## config.mk

```make
export PLATFORM = sky130hd
export DESIGN_NAME = rpc_port_mapping_table_unit
export DESIGN_NICKNAME = d
export VERILOG_FILES = /design/src/rtl/rpmt_pkg.sv /design/src/rtl/rpmt_fifo.sv /design/src/rtl/rpmt_front.sv /design/src/rtl/rpmt_back.sv /design/src/rtl/rpmt_port_mapping_table_unit.sv
export VERILOG_INCLUDE_DIRS = /design/src /design/src/rtl
export SDC_FILE = /design/constraint.sdc
export NUM_CORES = 2
export LEC_CHECK = 0
export ABC_AREA = 1
export BUFFER_PORTS_ARGS = -buffer_cell sky130_fd_sc_hd__buf_2
export CAP_MARGIN = 20
export CELL_PAD_IN_SITES_DETAIL_PLACEMENT = 0
export CELL_PAD_IN_SITES_GLOBAL_PLACEMENT = 2
export CORE_ASPECT_RATIO = 1.4
export CORE_UTILIZATION = 42
export CTS_BUF_LIST = sky130_fd_sc_hd__clkbuf_4 sky130_fd_sc_hd__clkbuf_8
export CTS_CLUSTER_SIZE = 28
export DETAILED_ROUTE_END_ITERATION = 10
export PLACE_DENSITY = 0.92
export REMOVE_ABC_BUFFERS = 1
export SYNTH_ARGS = -nofsm -noshare
export SYNTH_HDL_FRONTEND = slang
export SYNTH_SLANG_ARGS = --single-unit
export TNS_END_PERCENT = 20
```

## constraint.sdc

```tcl
create_clock -name i_clk -period 8.4 [get_ports i_clk]
set_clock_uncertainty 0.2 [all_clocks]
set_input_delay 0.84 -clock i_clk [delete_from_list [all_inputs] [get_ports i_clk]]
set_output_delay 0.84 -clock i_clk [all_outputs]
set_load 0.005 [all_outputs]
```

## src/rtl/assert_macros.svh

```systemverilog
// Assertion macros shared by the RTL.
// No dependencies.
`ifndef ASSERT_MACROS_SVH
`define ASSERT_MACROS_SVH

// property holds at every clock out of reset
`define RPMT_ASSERT_ALWAYS(label, prop, msg) \
    label: assert property (@(posedge i_clk) disable iff (!i_rst_n) (prop)) else $error(msg);

// condition implies consequence in the same cycle
`define RPMT_ASSERT_IMPL(label, cond, cons, msg) \
    label: assert property (@(posedge i_clk) disable iff (!i_rst_n) (cond) |-> (cons)) else $error(msg);

`endif

```

## src/rtl/rpmt_pkg.sv

```systemverilog
// Types and constants of the port mapping table.
// No dependencies.
package rpmt_pkg;

    localparam int unsigned DEF_TABLE_DEPTH = 16;
    localparam logic [31:0] LOOPBACK_ADDR   = 32'h0100_007F;
    localparam logic [31:0] LOW_START       = 32'h7FFF_FFFF;

    localparam logic [2:0] OP_REGISTER   = 3'd0;
    localparam logic [2:0] OP_UNREGISTER = 3'd1;
    localparam logic [2:0] OP_PORT_LOOK  = 3'd2;
    localparam logic [2:0] OP_CALL_LOOK  = 3'd3;
    localparam logic [2:0] OP_LOCAL_REG  = 3'd4;

    localparam logic [1:0] ST_DISPATCH    = 2'd0;
    localparam logic [1:0] ST_UNAVAILABLE = 2'd1;
    localparam logic [1:0] ST_MISMATCH    = 2'd2;

    typedef enum logic [2:0] {
        CMD_NOP,
        CMD_INSERT,
        CMD_REMOVE,
        CMD_PORT,
        CMD_CALL
    } t_cmd_kind;

    typedef struct packed {
        t_cmd_kind          kind;
        logic [31:0]        prog;
        logic signed [31:0] vers;
        logic [7:0]         prot;
        logic [15:0]        port;
        logic               has_h;
        logic [3:0]         hid;
    } t_cmd;

    typedef struct packed {
        logic               success;
        logic [15:0]        port;
        logic [1:0]         status;
        logic [3:0]         handler;
        logic signed [31:0] vers_hi;
        logic signed [31:0] vers_lo;
    } t_result;

endpackage

```

## src/rtl/rpmt_fifo.sv

```systemverilog
// Two-entry queue of beats, used between the stages and at the output.
// No dependencies.
module rpmt_fifo #(
    parameter int unsigned WIDTH = 8
) (
    input  logic             i_clk,
    input  logic             i_rst_n,
    input  logic             i_wr,
    input  logic [WIDTH-1:0] i_wdata,
    output logic             o_full,
    input  logic             i_rd,
    output logic [WIDTH-1:0] o_rdata,
    output logic             o_empty
);
    logic [WIDTH-1:0] r_mem [2];
    logic             r_wp, r_rp;
    logic [1:0]       r_cnt;
    logic             do_wr, do_rd;

    assign o_full  = (r_cnt == 2'd2);
    assign o_empty = (r_cnt == 2'd0);
    assign do_wr   = i_wr && !o_full;
    assign do_rd   = i_rd && !o_empty;
    assign o_rdata = r_mem[r_rp];

    always_ff @(posedge i_clk) begin
        if (do_wr) begin
            r_mem[r_wp] <= i_wdata;
        end
    end

    always_ff @(posedge i_clk) begin
        if (!i_rst_n) begin
            r_wp  <= 1'b0;
            r_rp  <= 1'b0;
            r_cnt <= 2'd0;
        end else begin
            if (do_wr) r_wp <= ~r_wp;
            if (do_rd) r_rp <= ~r_rp;
            r_cnt <= r_cnt + {1'b0, do_wr} - {1'b0, do_rd};
        end
    end
endmodule

```

## src/rtl/rpmt_front.sv

```systemverilog
// Front stage: accepts requests, checks the requester and classifies them.
// Depends on rpmt_pkg and rpmt_fifo.
module rpmt_front (
    input  logic                i_clk,
    input  logic                i_rst_n,
    input  logic                push,
    output logic                full,
    input  logic [2:0]          i_operation,
    input  logic [31:0]         i_program_number,
    input  logic signed [31:0]  i_version,
    input  logic [7:0]          i_protocol,
    input  logic [15:0]         i_port_number,
    input  logic [3:0]          i_handler_id,
    input  logic [31:0]         i_requester_addr,
    input  logic                i_cfg_valid,
    output logic                o_cfg_ready,
    input  logic [31:0]         i_cfg_data,
    output rpmt_pkg::t_cmd      o_cmd,
    output logic                o_cmd_empty,
    input  logic                i_cmd_take
);
    import rpmt_pkg::*;

    logic [31:0] r_trusted;
    t_cmd        cmd;
    logic        trusted;
    logic [$bits(t_cmd)-1:0] cmd_bits;

    assign o_cfg_ready = 1'b1;
    assign trusted     = (i_requester_addr == r_trusted);

    always_ff @(posedge i_clk) begin
        if (!i_rst_n) begin
            r_trusted <= LOOPBACK_ADDR;
        end else if (i_cfg_valid) begin
            r_trusted <= i_cfg_data;
        end
    end

    always_comb begin
        cmd.prog  = i_program_number;
        cmd.vers  = i_version;
        cmd.prot  = i_protocol;
        cmd.port  = i_port_number;
        cmd.has_h = 1'b0;
        cmd.hid   = 4'd0;
        unique case (i_operation)
            OP_REGISTER:   cmd.kind = trusted ? CMD_INSERT : CMD_NOP;
            OP_UNREGISTER: cmd.kind = trusted ? CMD_REMOVE : CMD_NOP;
            OP_PORT_LOOK:  cmd.kind = CMD_PORT;
            OP_CALL_LOOK:  cmd.kind = CMD_CALL;
            OP_LOCAL_REG: begin
                cmd.kind  = CMD_INSERT;
                cmd.has_h = 1'b1;
                cmd.hid   = i_handler_id;
            end
            default:       cmd.kind = CMD_NOP;
        endcase
    end

    rpmt_fifo #(.WIDTH($bits(t_cmd))) u_cmd_q (
        .i_clk   (i_clk),
        .i_rst_n (i_rst_n),
        .i_wr    (push),
        .i_wdata (cmd),
        .o_full  (full),
        .i_rd    (i_cmd_take),
        .o_rdata (cmd_bits),
        .o_empty (o_cmd_empty)
    );

    assign o_cmd = t_cmd'(cmd_bits);
endmodule

```

## src/rtl/rpmt_back.sv

```systemverilog
// Back stage: the mapping table and the slot-by-slot scan that serves commands.
// Depends on rpmt_pkg and assert_macros.svh.
`include "assert_macros.svh"
module rpmt_back #(
    parameter int unsigned TABLE_DEPTH = rpmt_pkg::DEF_TABLE_DEPTH
) (
    input  logic               i_clk,
    input  logic               i_rst_n,
    input  rpmt_pkg::t_cmd     i_cmd,
    input  logic               i_cmd_empty,
    output logic               o_cmd_take,
    output rpmt_pkg::t_result  o_res,
    output logic               o_res_wr,
    input  logic               i_res_full
);
    import rpmt_pkg::*;

    localparam int unsigned CW = $clog2(TABLE_DEPTH + 1);
    localparam int unsigned IW = (TABLE_DEPTH > 1) ? $clog2(TABLE_DEPTH) : 1;
    localparam logic [CW-1:0] DEPTH_C = CW'(TABLE_DEPTH);

    typedef enum logic [2:0] {
        S_IDLE = 3'b001,
        S_SCAN = 3'b010,
        S_DONE = 3'b100
    } t_state;

    t_state             r_state;
    t_cmd               r_cmd;
    logic [CW-1:0]      r_count, r_idx, r_wr;
    logic               r_hit, r_disp;
    logic [15:0]        r_port;
    logic [3:0]         r_handler;
    logic [1:0]         r_status;
    logic signed [31:0] r_hi, r_lo;

    logic [31:0]        r_prog [TABLE_DEPTH];
    logic signed [31:0] r_vers [TABLE_DEPTH];
    logic [7:0]         r_prot [TABLE_DEPTH];
    logic [15:0]        r_sport [TABLE_DEPTH];
    logic               r_hash [TABLE_DEPTH];
    logic [3:0]         r_hnd [TABLE_DEPTH];

    logic [IW-1:0]      ri, wi;
    logic               pv_match, tr_match, at_end, ins_ok, finish;
    logic               do_move, do_shift;

    assign ri       = r_idx[IW-1:0];
    assign wi       = r_wr[IW-1:0];
    assign pv_match = (r_prog[ri] == r_cmd.prog) && (r_vers[ri] == r_cmd.vers);
    assign tr_match = pv_match && (r_prot[ri] == r_cmd.prot);
    assign at_end   = (r_idx == r_count) || (r_cmd.kind == CMD_NOP);
    assign ins_ok   = !r_hit && (r_count < DEPTH_C);
    assign finish   = (r_state == S_DONE) && !i_res_full;
    assign do_move  = (r_state == S_SCAN) && !at_end && (r_cmd.kind == CMD_REMOVE)
                      && !pv_match && (r_wr != r_idx);
    assign do_shift = finish && (r_cmd.kind == CMD_INSERT) && ins_ok;

    assign o_cmd_take = (r_state == S_IDLE) && !i_cmd_empty;
    assign o_res_wr   = finish;

    always_comb begin
        o_res = '0;
        case (r_cmd.kind)
            CMD_INSERT: o_res.success = ins_ok;
            CMD_REMOVE: o_res.success = r_hit;
            CMD_PORT: begin
                o_res.success = 1'b1;
                o_res.port    = r_port;
            end
            CMD_CALL: begin
                o_res.success = 1'b1;
                if (r_disp) begin
                    o_res.status  = ST_DISPATCH;
                    o_res.handler = r_handler;
                end else begin
                    o_res.status  = r_status;
                    o_res.vers_hi = r_hi;
                    o_res.vers_lo = r_lo;
                end
            end
            default: ;
        endcase
    end

    // table cells: shift in at slot 0 on insert, move one slot per scan step on remove
    always_ff @(posedge i_clk) begin
        for (int k = 0; k < TABLE_DEPTH; k++) begin
            if (do_shift) begin
                if (k == 0) begin
                    r_prog[k]  <= r_cmd.prog;
                    r_vers[k]  <= r_cmd.vers;
                    r_prot[k]  <= r_cmd.prot;
                    r_sport[k] <= r_cmd.port;
                    r_hash[k]  <= r_cmd.has_h;
                    r_hnd[k]   <= r_cmd.hid;
                end else begin
                    r_prog[k]  <= r_prog[k-1];
                    r_vers[k]  <= r_vers[k-1];
                    r_prot[k]  <= r_prot[k-1];
                    r_sport[k] <= r_sport[k-1];
                    r_hash[k]  <= r_hash[k-1];
                    r_hnd[k]   <= r_hnd[k-1];
                end
            end else if (do_move && (wi == IW'(k))) begin
                r_prog[k]  <= r_prog[ri];
                r_vers[k]  <= r_vers[ri];
                r_prot[k]  <= r_prot[ri];
                r_sport[k] <= r_sport[ri];
                r_hash[k]  <= r_hash[ri];
                r_hnd[k]   <= r_hnd[ri];
            end
        end
    end

    always_ff @(posedge i_clk) begin
        if (o_cmd_take) begin
            r_cmd <= i_cmd;
        end
    end

    always_ff @(posedge i_clk) begin
        if (!i_rst_n) begin
            r_state   <= S_IDLE;
            r_count   <= '0;
            r_idx     <= '0;
            r_wr      <= '0;
            r_hit     <= 1'b0;
            r_disp    <= 1'b0;
            r_port    <= '0;
            r_handler <= '0;
            r_status  <= ST_UNAVAILABLE;
            r_hi      <= '0;
            r_lo      <= LOW_START;
        end else begin
            unique case (r_state)
                S_IDLE: begin
                    if (o_cmd_take) begin
                        r_state   <= S_SCAN;
                        r_idx     <= '0;
                        r_wr      <= '0;
                        r_hit     <= 1'b0;
                        r_disp    <= 1'b0;
                        r_port    <= '0;
                        r_handler <= '0;
                        r_status  <= ST_UNAVAILABLE;
                        r_hi      <= '0;
                        r_lo      <= LOW_START;
                    end
                end
                S_SCAN: begin
                    if (at_end) begin
                        r_state <= S_DONE;
                    end else begin
                        r_idx <= r_idx + CW'(1);
                        case (r_cmd.kind)
                            CMD_INSERT: if (tr_match) r_hit <= 1'b1;
                            CMD_REMOVE: begin
                                if (pv_match) r_hit <= 1'b1;
                                else          r_wr  <= r_wr + CW'(1);
                            end
                            CMD_PORT: begin
                                if (tr_match && !r_hit) begin
                                    r_hit  <= 1'b1;
                                    r_port <= r_sport[ri];
                                end
                            end
                            CMD_CALL: begin
                                if (!r_disp && (r_prog[ri] == r_cmd.prog)) begin
                                    r_status <= ST_MISMATCH;
                                    if ((r_vers[ri] == r_cmd.vers) && r_hash[ri]) begin
                                        r_disp    <= 1'b1;
                                        r_handler <= r_hnd[ri];
                                    end else begin
                                        if (r_vers[ri] > r_hi) r_hi <= r_vers[ri];
                                        if (r_vers[ri] < r_lo) r_lo <= r_vers[ri];
                                    end
                                end
                            end
                            default: ;
                        endcase
                    end
                end
                S_DONE: begin
                    if (finish) begin
                        r_state <= S_IDLE;
                        if (do_shift) r_count <= r_count + CW'(1);
                        if (r_cmd.kind == CMD_REMOVE) r_count <= r_wr;
                    end
                end
                default: r_state <= S_IDLE;
            endcase
        end
    end

    `RPMT_ASSERT_ALWAYS(a_count_bound, r_count <= DEPTH_C, "table count beyond depth")
    `RPMT_ASSERT_IMPL(a_scan_bound, r_state == S_SCAN, r_idx <= r_count, "scan past fill")
    `RPMT_ASSERT_IMPL(a_compact_order, r_state != S_IDLE, r_wr <= r_idx, "compaction overtook scan")
    `RPMT_ASSERT_IMPL(a_one_result, o_res_wr, $past(r_state) != S_IDLE, "result without scan")
endmodule

```

## src/rtl/rpmt_port_mapping_table_unit.sv

```systemverilog
// Top level of the port mapping table.
// Depends on rpmt_pkg, rpmt_fifo, rpmt_front and rpmt_back.
//
// Usage:
//  Requests enter through a queue interface: a beat is taken when push is high
//  and full is low. Results leave through a queue interface: the oldest result
//  is on the o_ ports while empty is low and is taken when pop is high.
//  The trusted requester address is written on the cfg channel (always ready);
//  the user writes it only while the block is idle, not enforced by the block.
//  Each request gives exactly one result. The back stage takes one command at a
//  time from the request queue and scans the table one slot per cycle over the
//  entries in use (at most TABLE_DEPTH); rejected or unknown requests skip the
//  scan. It then writes the result into the result queue once there is room and
//  only then takes the next command. Two request beats and two result beats
//  can be buffered, so the front keeps accepting while a result waits; once
//  both queues fill, full stays high until pop frees room. Reset empties the
//  table and both queues and loads the loopback address as trusted requester.
module rpc_port_mapping_table_unit #(
    parameter int unsigned TABLE_DEPTH = rpmt_pkg::DEF_TABLE_DEPTH
) (
    input  logic               i_clk,
    input  logic               i_rst_n,
    input  logic               push,
    output logic               full,
    input  logic [2:0]         i_operation,
    input  logic [31:0]        i_program_number,
    input  logic signed [31:0] i_version,
    input  logic [7:0]         i_protocol,
    input  logic [15:0]        i_port_number,
    input  logic [3:0]         i_handler_id,
    input  logic [31:0]        i_requester_addr,
    output logic               empty,
    input  logic               pop,
    output logic               o_success_flag,
    output logic [15:0]        o_port_out,
    output logic [1:0]         o_call_status,
    output logic [3:0]         o_handler_out,
    output logic signed [31:0] o_version_high,
    output logic signed [31:0] o_version_low,
    input  logic               i_cfg_valid,
    output logic               o_cfg_ready,
    input  logic [31:0]        i_cfg_data
);
    import rpmt_pkg::*;

    t_cmd    cmd;
    logic    cmd_empty, cmd_take;
    t_result res, res_q;
    logic    res_wr, res_full;
    logic [$bits(t_result)-1:0] res_bits;

    rpmt_front u_front (
        .i_clk            (i_clk),
        .i_rst_n          (i_rst_n),
        .push             (push),
        .full             (full),
        .i_operation      (i_operation),
        .i_program_number (i_program_number),
        .i_version        (i_version),
        .i_protocol       (i_protocol),
        .i_port_number    (i_port_number),
        .i_handler_id     (i_handler_id),
        .i_requester_addr (i_requester_addr),
        .i_cfg_valid      (i_cfg_valid),
        .o_cfg_ready      (o_cfg_ready),
        .i_cfg_data       (i_cfg_data),
        .o_cmd            (cmd),
        .o_cmd_empty      (cmd_empty),
        .i_cmd_take       (cmd_take)
    );

    rpmt_back #(.TABLE_DEPTH(TABLE_DEPTH)) u_back (
        .i_clk       (i_clk),
        .i_rst_n     (i_rst_n),
        .i_cmd       (cmd),
        .i_cmd_empty (cmd_empty),
        .o_cmd_take  (cmd_take),
        .o_res       (res),
        .o_res_wr    (res_wr),
        .i_res_full  (res_full)
    );

    rpmt_fifo #(.WIDTH($bits(t_result))) u_res_q (
        .i_clk   (i_clk),
        .i_rst_n (i_rst_n),
        .i_wr    (res_wr),
        .i_wdata (res),
        .o_full  (res_full),
        .i_rd    (pop),
        .o_rdata (res_bits),
        .o_empty (empty)
    );

    assign res_q          = t_result'(res_bits);
    assign o_success_flag = res_q.success;
    assign o_port_out     = res_q.port;
    assign o_call_status  = res_q.status;
    assign o_handler_out  = res_q.handler;
    assign o_version_high = res_q.vers_hi;
    assign o_version_low  = res_q.vers_lo;
endmodule
```

Yosys cells after proc, flatten, opt, wreduce, memory -nomap -nowiden
Memory sizes are Yosys's and may differ from the RTL's. A register that Yosys moved wholly into a read port is not among the register bits.
Index checks and enable logic that the tools add are counted.

word-level totals
  register bits after elaboration = 146
  bits of input ports = 164
  memories kept = 8
  bits in writable memories = 1854
  logic and storage cells = 478
  output and inout port bits = 90

memory list
  name                   words  width  rd ports  clocked after memory_dff  wr ports  RTL line         text
  u_back.r_prog          16     32     16        1                         16        rpmt_back.sv:37  logic [31:0] r_prog [TABLE_DEPTH];
  u_back.r_vers          16     32     16        1                         16        rpmt_back.sv:38  logic signed [31:0] r_vers [TABLE_DEPTH];
  u_back.r_sport         16     16     16        1                         16        rpmt_back.sv:40  logic [15:0] r_sport [TABLE_DEPTH];
  u_front.u_cmd_q.r_mem  2      96     1         1                         1         rpmt_fifo.sv:15  logic [WIDTH-1:0] r_mem [2];
  u_res_q.r_mem          2      87     1         1                         1         rpmt_fifo.sv:15
  u_back.r_prot          16     8      16        1                         16        rpmt_back.sv:39  logic [7:0] r_prot [TABLE_DEPTH];
  +2 memories            -      -      -         -                         -         -

cells by class
  mux-type cells = 229
  bitwise operators = 100
  reductions and logical operators = 61
  equality and inequality tests = 52
  order comparisons = 3
  $add $sub $neg = 7

operators by type and width
  operator             count
  $mux 32              44
  $mux 16              21
  $mux 4               34
  $mux 8               16
  $pmux 32 s2          2
  $eq 32x32->1         3
  $or 1x1->1           96
  $mux 1               82
  $mux 70              1
  $mux 64              1
  $mux 5               8
  $logic_and 1x1->1    34
  $eq 4x4->1 const B   8
  $gt 32x32->1         1
  $lt 32x32->1         1
  $pmux 16 s2          1
  $ne 2x2->1 const B   12
  $reduce_and 7->1     3
  $pmux 5 s2           2
  $eq 4x3->1 const B   4
  $add 5x1->5 const B  3
  $eq 3x2->1 const B   5
  $pmux 3 s5           1
  $reduce_and 5->1     3
  other kinds (32)     66

Longest topological paths before layout
  depth in word-level cells = 12
  gate-level depth with buffers = 29

Modules after synthesis
Synthesis repeated with hierarchy kept, for this count alone.

unflattened totals
  cells, all modules = 10365
  area total of the unflattened synthesis = 101731.3 um2

modules (own cells, without submodules)
  module                        times used  area an instance (um2)  cells each
  rpmt_back                     1           86026.3                 9459
  rpmt_fifo at u_front.u_cmd_q  1           7375.8                  337
  rpmt_fifo at u_res_q          1           6646.4                  309
  rpmt_front                    1           1682.9                  260

Worst setup path before layout
No wires, ideal clock.

  path kind = flip-flop to flip-flop
  start point = reg u_back.r_idx[0]
  end point = reg u_back.r_port[10]
  arrival = 7434 ps
  cell stages (with the launch flop) = 17
  data required time = 8085 ps
  period minus slack after synthesis = 7749 ps
  path slack = 651 ps
  path buffers = 3
  path through = dfxtp_1 inv_1 o21ai_0 nor2_1 nand3_1 o21ai_0 nand2_1 inv_1 nor2_1 buf_2 inv_1 nor2_1 clkinv_1 clkbuf_1 buf_1 a21oi_1 nor2_1

between the ends
  word-level cells in the longest chain between the ends = 4

ends and longest elaborated chain
  item                        RTL line          text
  start, declared             rpmt_back.sv:30   logic [CW-1:0] r_count, r_idx, r_wr;
  start signal, assigned      rpmt_back.sv:155  r_idx <= r_idx + CW'(1);
  $eq 5x5->1                  rpmt_back.sv:52   assign at_end = (r_idx == r_count) || (r_cmd.kind == CMD_NOP);
  $logic_or 1x1->1            rpmt_back.sv:52
  $ne 2x2->1 (no line)        -
  $reduce_and 5->1 (no line)  -
  end signal, assigned        rpmt_back.sv:165  r_port <= r_sport[ri];
  end, declared               rpmt_back.sv:32   logic [15:0] r_port;

Every way passes these cells.
A chain may end at the register's enable or synchronous reset.

==> key figures <==
Setup path
  – Critical path capture point type: register
  – Nature of the critical path startpoint: register
  – Crit path max-delay family: simple AND/OR/NAND/NOR gates
  – Worst-path fanout max: between 150 and 200
  – Number of cells on the worst reg-to-reg path: 21
  – Worst Setup Path Type: reg2reg
  – FF-to-FF End: u_back.r_vers[4][26]
  – Critical path's largest stage delay: 840 ps
  – Worst R2R Setup Slack: 1800 ps
  – Crit path cell chain: buf_4, buf_12, nor2_1, nor2_1, o21ai_0, nand3_1, nand3_1, nand2_1, nand2_1, nand2_1, nor2_1, nand2_1, nor2_1, nand2_1, nor2_1, nand2_2, nand2_4, nor2_8, nand4_4, nand2_4, buf_4
  – Critical Path AT: 7040 ps
  – CP max stage cell: dfxtp_4
  – CP Buf/Inv Count: 3
  – Worst Path Required: between 8000 and 9000 ps

Final layout
  – Commonest non-fill, non-tap cells in the layout: nand2_1 (3025), edfxtp_1 (1950), o21ai_0 (1607), nor2_1 (949), nand3_1 (686)
  – Leading cell type in the layout, fill and taps excluded: nand2_1
  – Layout area overhead: 11.5%
  – Share of layout cells above drive strength 1: 0.0999
  – Nets: roughly 11000
  – Fill count: 23000

Timing
  – Final worst-path cycle share: 0.785
  – Worst-Margin Slew: between 1000 and 1500 ps
  – Max-slew violations: 0
  – RSZ-0062 raised after global routing: false
  – Relative slew slack: 0.260
  – Max frequency: about 0.15 GHz
  – Setup ws final: between 1500 and 2000 ps
  – Hold Fails Final Rpt: 0
  – # setup viols final: 0
  – Final min period: around 6600 ps
  – Sum Neg Setup Slack: 0 ps

Global routing
  – Total track usage: 0.272
  – Global route overflow: 0
  – Vias in the first global route: approximately 78000
  – Largest net degree at the start of global routing: 209
  – Antenna violations before repair: 3
  – First-pass GRT wire length: 502000 um

Floorplanning
  – Vert. Die Dim: a little under 600 um
  – Initial core utilization: 0.423
  – Core area: about 240000 um^2
  – Die area: between 200000 and 250000 um^2
  – # IOs: about 250
  – Die W: around 420 um
  – Site Rows: approximately 210

Placement
  – Dpl ws: between 1500 and 2000 ps
  – HPWL Detailed: roughly 190000 um
  – Count of buffers from port buffering: around 250
  – Final RePlAce weighted congestion: around 0.85

Clock network
  – Htree depth: 5
  – Clk sinks: ~2100
  – Post-CTS setup buffer count: 0
  – Clk slew on worst S/H paths: 60 ps
  – Hold_buf cts: 128
  – Post_cts resized: 0
  – Total CTS buffers: 340
  – Clock buffer depth: 4
  – Skew-Pair Late Insertion Delay: approximately 1000 ps
  – Root Buffer: clkbuf_8
  – CTS tree: built

Min path
  – Hold Startpoint: i_operation[1]
  – Worst Hold Endpoint: u_front.u_cmd_q.r_mem[1][4]
  – HP Class: in2reg
  – Min-Delay Path Depth: 4

Logic synthesis
  – Mux share of post-synthesis cell area: 0.00964
  – Largest family of logic cells by synthesized area: simple AND/OR/NAND/NOR gates
  – Post-synth ARST share: 0
  – Post-synthesis compound-gate area fraction: 0.126
  – Seq/Total Area, Yosys: 0.606
  – Post-synthesis simple-gate area fraction: 0.188
  – Post-Synth Adder-Cell Area: 0.00899
  – Post-Synth XOR/XNOR Area: 0.00293
  – Distinct cells, synth: 47
  – Number of synthesized flops with an enable pin: 1950
  – Most used DFF post-synth: edfxtp_1
  – #FFs+latches synth: 2101
  – Mapped Cells: roughly 11000
  – Yosys Warn Count: 0
  – Synth Cell Area: 102000 um^2
  – Syn avg cell area: ~9.4 um^2

Pwr
  – Power per cell area: 253 nW/um^2
  – Pleak: ~0.045 uW
  – Maximum vdd drop: ~0.00019 V

Status
  – Status: finished, final reports clean

Detailed routing
  – Via count: between 80000 and 90000
  – Drt drc: 0
  – Initial DRC Count: between 9000 and 10000
  – Routed Antenna Nets: 0
  – Post-Route WL: 340000 um
  – Drt via density: roughly 5.6
  – Routed WL per cell: between 20 and 25 um
  – Drt pass-1 iters: 6

Job
  – Max cap viols: 0
==> cell usage after synthesis (all sizes together) (15+ instances only) <==
cell / instances / area, um^2
nand2: 3046 / 11400
mux2: 87 / 980
o221ai: 74 / 648
dfxtp: 151 / 3020
nor3: 15 / 75.1
xnor2: 22 / 193
ha: 73 / 913
buf: 414 / 2530
clkbuf: 408 / 1530
edfxtp: 1950 / 58600
inv: 521 / 1960
o21ai: 2008 / 10000
nand4: 37 / 402
nand3: 686 / 3430
o211ai: 151 / 1130
nor2: 958 / 3620
a21oi: 129 / 646
o22ai: 21 / 131
==> worst min-delay path, cell delays in order <==
cell and delay [ps]:
buf_2 100, nor2_1 40, inv_1 60, nor2_1 60
==> power by group <==
part / internal [uW] / total [uW] / switching [uW]
sequential: 12100 / 12700 / 538
combinational: 1750 / 6710 / 4960
clock: 5000 / 9350 / 4350
total: 18900 / 28700 / 9850
==> worst max-delay path by stage <==
stage | start | end | slack [ps] | cells after the start
6_report | register | u_back.r_vers[4][26] | 1800 | 21
5_1_grt | register | u_back.r_vers[4][29] | 1550 | 21
4_1_cts | register | u_back.r_prog[15][18] | 1900 | 21
3_5_place_dp | register | u_back.r_prog[15][18] | 1900 | 21
3_3_place_gp | register | u_back.r_hi[15] | 1890 | 22
2_1_floorplan | register | u_back.r_hash[15] | -26520 | 18
==> metal layers <==
| layer | wire [um] | GRT usage | vias up |
|---|---|---|---|
| li1 | - | - | 37300 |
| met1 | 133000 | 0.342 | 39500 |
| met2 | 168000 | 0.472 | 3615 |
| met3 | 25400 | 0.0376 | 714 |
| met4 | 14000 | 0.109 | 0 |
| met5 | 0 | 0 | - |
==> logic make-up (layout without fill, tap and decap cells) <==
kind of cell	after synthesis	after routing
XOR/XNOR	34	34
flip-flops	2101	2101
adder cells (fa/ha/maj)	73	73
buffers and inverters	1346	1683
AO/OA/AOI/OAI	2402	2402
other	1	9
AND/OR/NAND/NOR	4755	4755
multiplexers	87	87
==> through the flow <==
step,hold WS [ps],area (um^2),util,cells,power [uW]
2_1_floorplan,219,97600,-,9977,17200
3_3_place_gp,231,105000,0.437,13600,19400
3_5_place_dp,239,105000,0.437,13600,19500
4_1_cts,11.4,113000,0.471,14400,28900
5_1_grt,46.6,113000,0.471,14400,30000
6_report,71.8,113000,0.471,14400,28700
==> cell type report <==
class | instances | area, um^2 | area share
Antenna cell | 8 | 20.0 | 0.000177
Multi-Input combinational cell | 7352 | 34300 | 0.302
Inverter | 524 | 2000 | 0.0177
Tap cell | 3225 | 4040 | 0.0356
Sequential cell | 2101 | 61600 | 0.544
Clock inverter | 157 | 1270 | 0.0112
Timing Repair Buffer | 554 | 4540 | 0.0401
Clock buffer | 448 | 5600 | 0.0494
==> sequential cells by signal, indices dropped and copies added, names as in the netlist, 3 cells and up, named ones only <==
signal,count
u_back.r_hash,16
u_back.r_port,16
u_back.r_hi,32
u_front.u_cmd_q.r_mem,192
u_back.r_hnd,64
u_back.r_handler,4
u_back.r_sport,256
u_back.r_vers,512
u_back.r_prog,512
u_back.r_idx,5
u_back.r_wr,5
u_res_q.r_mem,174
u_back.r_state,3
u_back.r_prot,128
u_back.r_count,5
u_front.r_trusted,32
u_back.r_cmd,96
u_back.r_lo,32
(Power assumes the default switching activity.)
